$ cat config.mk
export PLATFORM = sky130hd
export DESIGN_NAME = sync_length_frame_deframer
export DESIGN_NICKNAME = d
export VERILOG_FILES = /design/src/design/slfd_pkg.sv /design/src/design/slfd_front.sv /design/src/design/slfd_queue.sv /design/src/design/slfd_back.sv /design/src/design/sync_length_frame_deframer.sv
export SDC_FILE = /design/constraint.sdc
export NUM_CORES = 1
export LEC_CHECK = 0
export BUFFER_PORTS_ARGS = -buffer_cell sky130_fd_sc_hd__buf_2
export CAP_MARGIN = 30
export CORE_UTILIZATION = 35
export CTS_CLUSTER_SIZE = 20
export DETAILED_ROUTE_END_ITERATION = 10
export GPL_TIMING_DRIVEN = 0
export PLACE_DENSITY = 0.61
export SYNTH_ARGS = -nofsm -noshare
export SYNTH_HDL_FRONTEND = slang
export SYNTH_SLANG_ARGS = --single-unit
$ cat constraint.sdc
create_clock -name clk -period 3.5 [get_ports clk]
set_clock_uncertainty 0.05 [all_clocks]
set_input_delay 0.7 -clock clk [delete_from_list [all_inputs] [get_ports clk]]
set_output_delay 0.7 -clock clk [all_outputs]
set_load 0.005 [all_outputs]
$ cat src/design/slfd_pkg.sv
// Shared types and constants for the sync/length frame deframer.
// Used by slfd_front, slfd_queue, slfd_back and the top level.
`default_nettype none

package slfd_pkg;

  localparam logic [7:0]  SYNC_BYTE         = 8'hA5;
  localparam logic [7:0]  SECOND_MASK       = 8'hF0;
  localparam logic [7:0]  SECOND_MARK       = 8'h50;
  localparam logic [7:0]  DEST_MASK         = 8'h0F;
  localparam logic [15:0] MAX_PAYLOAD_RESET = 16'(1024 + 1024);

  // Register index as decoded from paddr[2].
  localparam logic REG_MAX_PAYLOAD = 1'b0;

  // A received byte together with its header classification.
  typedef struct packed {
    logic [7:0] data;
    logic       is_sync;
    logic       is_mark;
  } slfd_item_t;

  typedef struct packed {
    logic [3:0]  dest_node;
    logic [7:0]  payload_byte;
    logic        has_data;
    logic        first_of_frame;
    logic        last_of_frame;
    logic [15:0] frame_payload_len;
  } slfd_result_t;

  typedef enum logic {
    ST_TAKE,
    ST_SCAN
  } slfd_state_t;

  function automatic slfd_item_t slfd_classify(input logic [7:0] b);
    slfd_item_t it;
    it.data    = b;
    it.is_sync = (b == SYNC_BYTE);
    it.is_mark = ((b & SECOND_MASK) == SECOND_MARK);
    return it;
  endfunction

endpackage

`default_nettype wire

$ cat src/design/slfd_front.sv
// Input stage of the deframer: takes stream transfers and tags each byte
// with its header checks. Depends on slfd_pkg.
`default_nettype none

module slfd_front (
  input  wire                 clk,
  input  wire                 rst,
  input  wire                 s_tvalid,
  output logic                s_tready,
  input  wire  [7:0]          s_tdata,
  input  wire                 q_ready,
  output logic                q_push,
  output slfd_pkg::slfd_item_t q_item
);
  import slfd_pkg::*;

  logic       held;
  slfd_item_t item;

  assign s_tready = !held || q_ready;
  assign q_push   = held;
  assign q_item   = item;

  always_ff @(posedge clk) begin
    if (rst) begin
      held <= 1'b0;
    end else if (s_tvalid && s_tready) begin
      held <= 1'b1;
    end else if (q_ready) begin
      held <= 1'b0;
    end
  end

  always_ff @(posedge clk) begin
    if (s_tvalid && s_tready) begin
      item <= slfd_classify(s_tdata);
    end
  end

endmodule

`default_nettype wire

$ cat src/design/slfd_queue.sv
// Short queue of classified bytes between the input stage and the frame engine.
// Depends on slfd_pkg.
`default_nettype none

module slfd_queue #(
  parameter int DEPTH = 4
) (
  input  wire                  clk,
  input  wire                  rst,
  input  wire                  push,
  input  slfd_pkg::slfd_item_t push_item,
  output logic                 push_ready,
  input  wire                  pop,
  output logic                 head_valid,
  output slfd_pkg::slfd_item_t head_item
);
  import slfd_pkg::*;

  localparam int PW = (DEPTH > 1) ? $clog2(DEPTH) : 1;
  localparam int CW = $clog2(DEPTH + 1);

  slfd_item_t     mem [DEPTH];
  logic [PW-1:0]  wr_ptr;
  logic [PW-1:0]  rd_ptr;
  logic [CW-1:0]  count;
  logic           do_push;
  logic           do_pop;

  assign push_ready = (count != CW'(DEPTH));
  assign head_valid = (count != '0);
  assign head_item  = mem[rd_ptr];
  assign do_push    = push && push_ready;
  assign do_pop     = pop && head_valid;

  always_ff @(posedge clk) begin
    if (rst) begin
      wr_ptr <= '0;
      rd_ptr <= '0;
      count  <= '0;
    end else begin
      if (do_push) begin
        wr_ptr <= (wr_ptr == PW'(DEPTH - 1)) ? '0 : PW'(wr_ptr + 1'b1);
      end
      if (do_pop) begin
        rd_ptr <= (rd_ptr == PW'(DEPTH - 1)) ? '0 : PW'(rd_ptr + 1'b1);
      end
      if (do_push && !do_pop) begin
        count <= CW'(count + 1'b1);
      end else if (do_pop && !do_push) begin
        count <= CW'(count - 1'b1);
      end
    end
  end

  always_ff @(posedge clk) begin
    if (do_push) begin
      mem[wr_ptr] <= push_item;
    end
  end

endmodule

`default_nettype wire

$ cat src/design/slfd_back.sv
// Frame engine: holds the header window, drops one false-sync byte per cycle,
// counts payload and drives the registered result. Depends on slfd_pkg.
`default_nettype none

module slfd_back (
  input  wire                    clk,
  input  wire                    rst,
  input  wire                    q_valid,
  input  slfd_pkg::slfd_item_t   q_item,
  output logic                   q_pop,
  input  wire  [15:0]            max_payload,
  output logic                   out_valid,
  input  wire                    out_ready,
  output slfd_pkg::slfd_result_t out_res
);
  import slfd_pkg::*;

  slfd_state_t  state, state_next;
  slfd_item_t   win [4];
  slfd_item_t   win_next [4];
  logic [2:0]   fill, fill_next;
  logic         in_payload, in_payload_next;
  logic [15:0]  rem, rem_next;
  logic [15:0]  held_len, held_len_next;
  logic [3:0]   held_dest, held_dest_next;
  logic         out_valid_next;
  slfd_result_t out_res_next;

  logic         out_free;
  logic         take;
  logic [15:0]  cand_len;
  logic         drop;
  logic         hdr_ok;
  logic         scan_done;

  assign out_free = !out_valid || out_ready;
  assign take     = (state == ST_TAKE) && q_valid && out_free;
  assign q_pop    = take;
  assign cand_len = {win[2].data, win[3].data};

  // The front byte goes when it is not a sync byte, when the second byte lacks
  // the marker nibble, or when a complete header announces too long a payload.
  always_comb begin
    drop = (fill != 3'd0) &&
           (!win[0].is_sync ||
            (fill >= 3'd2 && !win[1].is_mark) ||
            (fill == 3'd4 && cand_len > max_payload));
    hdr_ok    = (fill == 3'd4) && !drop;
    scan_done = !drop || (fill <= 3'd1);
  end

  always_comb begin
    state_next = state;
    case (state)
      ST_TAKE: begin
        if (take && !in_payload) state_next = ST_SCAN;
      end
      ST_SCAN: begin
        if (scan_done) state_next = ST_TAKE;
      end
      default: state_next = ST_TAKE;
    endcase
  end

  always_comb begin
    win_next        = win;
    fill_next       = fill;
    in_payload_next = in_payload;
    rem_next        = rem;
    held_len_next   = held_len;
    held_dest_next  = held_dest;
    out_valid_next  = out_valid && !out_ready;
    out_res_next    = out_res;
    case (state)
      ST_TAKE: begin
        if (take) begin
          if (in_payload) begin
            out_valid_next               = 1'b1;
            out_res_next.dest_node         = held_dest;
            out_res_next.payload_byte      = q_item.data;
            out_res_next.has_data          = 1'b1;
            out_res_next.first_of_frame    = (rem == held_len);
            out_res_next.last_of_frame     = (rem == 16'd1);
            out_res_next.frame_payload_len = held_len;
            rem_next = 16'(rem - 16'd1);
            if (rem == 16'd1) in_payload_next = 1'b0;
          end else begin
            win_next[fill[1:0]] = q_item;
            fill_next           = 3'(fill + 3'd1);
          end
        end
      end
      ST_SCAN: begin
        if (drop) begin
          win_next[0] = win[1];
          win_next[1] = win[2];
          win_next[2] = win[3];
          fill_next   = 3'(fill - 3'd1);
        end else if (hdr_ok) begin
          held_dest_next = 4'(win[1].data & DEST_MASK);
          held_len_next  = cand_len;
          fill_next      = 3'd0;
          if (cand_len == 16'd0) begin
            // An empty frame still reports itself with a single marker.
            out_valid_next                 = 1'b1;
            out_res_next.dest_node         = 4'(win[1].data & DEST_MASK);
            out_res_next.payload_byte      = 8'd0;
            out_res_next.has_data          = 1'b0;
            out_res_next.first_of_frame    = 1'b1;
            out_res_next.last_of_frame     = 1'b1;
            out_res_next.frame_payload_len = 16'd0;
          end else begin
            rem_next        = cand_len;
            in_payload_next = 1'b1;
          end
        end
      end
      default: ;
    endcase
  end

  always_ff @(posedge clk) begin
    if (rst) begin
      state      <= ST_TAKE;
      fill       <= 3'd0;
      in_payload <= 1'b0;
      rem        <= 16'd0;
      held_len   <= 16'd0;
      held_dest  <= 4'd0;
      out_valid  <= 1'b0;
    end else begin
      state      <= state_next;
      fill       <= fill_next;
      in_payload <= in_payload_next;
      rem        <= rem_next;
      held_len   <= held_len_next;
      held_dest  <= held_dest_next;
      out_valid  <= out_valid_next;
    end
  end

  always_ff @(posedge clk) begin
    win     <= win_next;
    out_res <= out_res_next;
  end

  // The engine only scans with the result register empty, so a marker never
  // overwrites a result that is still waiting.
  a_scan_out_empty: assert property (@(posedge clk) disable iff (rst)
    (state == ST_SCAN) |-> !out_valid)
    else $error("scan entered with a pending result");

  a_window_bound: assert property (@(posedge clk) disable iff (rst)
    fill <= 3'd4)
    else $error("header window overfilled");

  a_payload_count: assert property (@(posedge clk) disable iff (rst)
    in_payload |-> (rem != 16'd0 && rem <= held_len && fill == 3'd0))
    else $error("payload counter out of step with header");

  a_pop_in_payload: assert property (@(posedge clk) disable iff (rst)
    (q_pop && in_payload) |=> out_valid)
    else $error("payload byte popped without a result");

endmodule

`default_nettype wire

$ cat src/design/sync_length_frame_deframer.sv
// Deframer for A5 / 5X / length-high / length-low framed byte streams. A payload
// byte passes from the queue head straight into the result register. A header
// byte is written into the header window; the frame engine then rescans that
// window, dropping the front byte on false sync and shifting the window by one
// byte per cycle until a candidate holds or at most one byte is left. A
// four-entry queue behind the input register keeps accepting bytes while the
// engine rescans or while a result waits; the engine itself takes its next byte
// only once the result register is empty or is handed off in that cycle.
// max_payload lies at byte address 0 of the register port and resets to 2048.
// Depends on slfd_pkg, slfd_front, slfd_queue and slfd_back.
`default_nettype none

module sync_length_frame_deframer #(
  parameter int QUEUE_DEPTH = 4
) (
  input  wire         clk,
  input  wire         rst,
  // Input stream.
  input  wire         s_tvalid,
  output logic        s_tready,
  input  wire  [7:0]  s_tdata,   // [7:0] rx_byte
  // Result stream.
  output logic        m_tvalid,
  input  wire         m_tready,
  // [3:0] dest_node, [11:4] payload_byte, [12] first_of_frame,
  // [28:13] frame_payload_len, [31:29] zero
  output logic [31:0] m_tdata,
  output logic        m_tuser,   // [0] has_data
  output logic        m_tlast,   // last_of_frame
  // Register port.
  input  wire         psel,
  input  wire         penable,
  input  wire         pwrite,
  input  wire  [2:0]  paddr,
  input  wire  [31:0] pwdata,
  output logic [31:0] prdata,
  output logic        pready
);
  import slfd_pkg::*;

  logic         max_sel;
  logic [15:0]  max_payload;
  logic         q_push;
  logic         q_ready;
  slfd_item_t   q_in;
  logic         q_valid;
  logic         q_pop;
  slfd_item_t   q_head;
  slfd_result_t res;

  assign pready  = 1'b1;
  assign max_sel = (paddr[2] == REG_MAX_PAYLOAD);
  assign prdata  = max_sel ? {16'd0, max_payload} : 32'd0;

  always_ff @(posedge clk) begin
    if (rst) begin
      max_payload <= MAX_PAYLOAD_RESET;
    end else if (psel && penable && pwrite && pready && max_sel) begin
      max_payload <= pwdata[15:0];
    end
  end

  slfd_front u_front (
    .clk      (clk),
    .rst      (rst),
    .s_tvalid (s_tvalid),
    .s_tready (s_tready),
    .s_tdata  (s_tdata),
    .q_ready  (q_ready),
    .q_push   (q_push),
    .q_item   (q_in)
  );

  slfd_queue #(
    .DEPTH (QUEUE_DEPTH)
  ) u_queue (
    .clk        (clk),
    .rst        (rst),
    .push       (q_push),
    .push_item  (q_in),
    .push_ready (q_ready),
    .pop        (q_pop),
    .head_valid (q_valid),
    .head_item  (q_head)
  );

  slfd_back u_back (
    .clk         (clk),
    .rst         (rst),
    .q_valid     (q_valid),
    .q_item      (q_head),
    .q_pop       (q_pop),
    .max_payload (max_payload),
    .out_valid   (m_tvalid),
    .out_ready   (m_tready),
    .out_res     (res)
  );

  assign m_tdata = {3'b000, res.frame_payload_len, res.first_of_frame,
                    res.payload_byte, res.dest_node};
  assign m_tuser = res.has_data;
  assign m_tlast = res.last_of_frame;

endmodule

`default_nettype wire

==> flow_metrics.env <==
export IMPL_status="finished clean"
export IMPL_period_share_pct=91.72
export IMPL_crit_buf_inv=2
export IMPL_grt_first_pass_wirelength_mm=30.87
export IMPL_totalWireLength_mm=19.61
export IMPL_fillers=2221
export IMPL_ys_seq_area_share_pct=56.03
export IMPL_max_cap_violations=0
export IMPL_r2r_start="u_back.cand_len[14]"
export IMPL_period_needed_ns=3.210
export IMPL_worst_setup_path_type="flop to flop"
export IMPL_synthTopCellsByCount="edfxtp_1, dfxtp_1, nor2_1"
export IMPL_drt_iter0_drc=380
export IMPL_worst_r2r_setup_slack_ns=0.29
export IMPL_max_stage_delay_ns=0.53
export IMPL_core_area_um2=22850
export IMPL_crit_slowest_cell="edfxtp_1"
export IMPL_postCtsSetupBuffers=0
export IMPL_async_reset_ff_share_pct=0
export IMPL_worstSetupStartpointType="flop"
export IMPL_grt_max_degree=24
export IMPL_synth_edff_count=108
export IMPL_peakVddDrop_mv=0.3893
export IMPL_multi_input_area_um2=3199
export IMPL_synth_cells=705
export IMPL_maxSlewHeadroom_pct=42.00
export IMPL_grt_overflow=0
export IMPL_numCtsBuffers=17
export IMPL_clock_sinks=176
export IMPL_via_per_inst=4.928
export IMPL_finalHoldViolations=0
export IMPL_dr_pass1_iters=5
export IMPL_slew_violations=0
export IMPL_min_path_cells=1
export IMPL_synth_top_area_cell="edfxtp_1"
export IMPL_yosys_register_bits=176
export IMPL_hp_start="s_tdata[1]"
export IMPL_path_cells="ha_1 -> a21oi_1 -> nand2_1 -> a211o_1 -> nor4_4 -> o311a_1 -> buf_4 -> o22a_4 -> buf_16"
export IMPL_cts_tree="yes"
export IMPL_io_pins=119
export IMPL_synthFlopType="edfxtp_1"
export IMPL_ant_nets=0
export IMPL_cts_root_buf="clkbuf_16"
export IMPL_rsz0062_at_grt="false"
export IMPL_die_w_um=155.2
export IMPL_synth_cell_types=67
export IMPL_final_layout_size_suffix_gt1_share_pct=21.20
export IMPL_drc=0
export IMPL_syn_area_um2=8218
export IMPL_global_route_usage_total_pct=17.09
export IMPL_crit_required_ns=3.59
export IMPL_fin_ws_ns=0.2896
export IMPL_tightestPinTransition_ns=0.8700
export IMPL_synth_area_leaders="edfxtp_1, dfxtp_1, ha_1"
export IMPL_fin_nets=903
export IMPL_die_area_um2=24100
export IMPL_hpwlAfterDp_mm=14.08
export IMPL_place_congestion=0.9087
export IMPL_setup_viol=0
export IMPL_crit_family="compound AO/OA/AOI/OAI gates"
export IMPL_hold_path_end="u_front.q_item[3]"
export IMPL_first_global_vias=5514
export IMPL_fmax_mhz=311.5
export IMPL_worst_path_max_fanout=23
export IMPL_fp_dieH_um=155.2
export IMPL_syn2layout_area_growth_pct=18.32
export IMPL_reg2reg_depth=9
export IMPL_seq_area_um2=4604
export IMPL_hold_worst_slack_ns=0.3950
export IMPL_routedWlPerCell_um=17.08
export IMPL_synth_largest_type_area_fraction_pct=39.46
export IMPL_power_density_nw_per_um2=678.7
export IMPL_end_kind="flop"
export IMPL_synth_warnings=0
export IMPL_fp_row_count=55
export IMPL_cts_htree_levels=4
export IMPL_yosysMostFrequentCell="edfxtp_1"
export IMPL_leakage_nw=3.701
export IMPL_reg2reg_to="u_back.out_res[1]"
export IMPL_start_util_pct=35.97
export IMPL_clock_path_buffers=2
export IMPL_hp_class="input port to flop"
export IMPL_insertion_delay_ns=0.44
export IMPL_vias=5657
export IMPL_path_clk_slew_ns=0.07
export IMPL_syn_area_per_cell_um2=11.66
export IMPL_dp_slack_ns=-0.03943
export IMPL_io_buffer_count=78
export IMPL_critical_path_arrival_ns=3.30
export IMPL_n_antenna_cell=0
export IMPL_antenna_found_initial=0
-- cells in the final DEF (no fill, tap or decap), types with 14 or more instances in the layout --
cell type	instances
ha_1	30
clkbuf_1	27
clkbuf_16	17
nand2_1	61
edfxtp_1	108
buf_2	80
nor2b_1	22
dfxtp_1	68
buf_4	23
and2_1	16
conb_1	20
inv_1	36
nor2_1	64
mux2i_1	23
a22o_1	14
xor2_1	18
a21oi_1	39
-- registers in the layout, indices dropped and copies added (netlist names), 2 cells and up, named ones only --
| register | flops |
|---|---|
| u_back.fill | 3 |
| u_queue.count | 3 |
| u_queue.rd_ptr | 2 |
| u_back.cand_len | 16 |
| max_payload | 16 |
| u_queue.wr_ptr | 2 |
| u_queue.mem | 40 |
| u_back.rem | 16 |
| u_front.q_item | 10 |
| u_back.held_dest | 4 |
| u_back.out_res | 31 |
| u_back.win | 11 |
| u_back.held_len | 16 |
-- layer usage --
layer  track usage (%)  vias to the layer above  wire length (um)
met5                 0                        -                 0
met4             6.162                        0               420
met3             3.510                       30              1119
met2             28.19                      202              9362
met1             22.23                     2674              8703
li1                  -                     2751                 -
-- through the flow --
stage,setup TNS (ns),utilization (%),cell area [um^2],std cells,power [mW]
global placement,-13.81,39.69,9067,1114,4.678
CTS,0,42.50,9709,1148,6.628
global route,0,42.56,9723,1148,6.957
detailed placement,-0.8713,39.84,9102,1116,4.712
floorplan,0,-,8285,723,4.136
finish,0,42.56,9723,1148,6.599
-- report_power, final --
group          internal (mW)  total, mW  switching (mW)
Clock                  0.973       1.92           0.944
Combinational          0.793       2.01            1.21
Sequential              2.49       2.68           0.186
-- worst max path at each step --
| stage | end | cells after the start | slack, ns | start |
|---|---|---|---|---|
| after global placement | u_back.out_res[0] | 7 | -0.45 | u_back.cand_len[14] |
| final | u_back.out_res[1] | 9 | 0.29 | u_back.cand_len[14] |
| after detailed placement | u_back.out_res[0] | 8 | -0.04 | u_back.cand_len[14] |
| after CTS | u_back.out_res[1] | 8 | 0.13 | u_back.cand_len[14] |
| after global routing | u_back.out_res[1] | 9 | 0.11 | u_back.cand_len[14] |
| after floorplan | u_back.out_res[0] | 8 | 0.25 | u_back.cand_len[14] |
-- area by class of cell --
type / instances / area share (%)
inverters: 37 / 1.428
well taps: 313 / 4.028
flip-flops and latches: 176 / 47.36
plain buffers: 58 / 3.680
clock buffers: 17 / 4.375
clock inverters: 15 / 1.853
multi-input cells: 452 / 32.90
repair buffers: 80 / 4.375
-- what timing repair did --
item                       CTS  global route
resized for setup            1             2
hold buffers                 0             0
setup endpoints to repair   23            23
hold endpoints to repair     0             0
pin swaps                    0             0
-- logic make-up (layout without fill, tap and decap cells) --
logic type | Yosys count | after routing | share of synthesized area, %
buffers and inverters | 95 | 207 | 6.045
AND/OR/NAND/NOR | 222 | 222 | 13.41
flip-flops | 176 | 176 | 56.03
other | 2 | 20 | 0.09139
AO/OA/AOI/OAI | 123 | 123 | 11.47
multiplexers | 38 | 38 | 6.227
XOR/XNOR | 18 | 18 | 1.918
adder cells (fa/ha/maj) | 31 | 31 | 4.811
(Power assumes the default switching activity.)
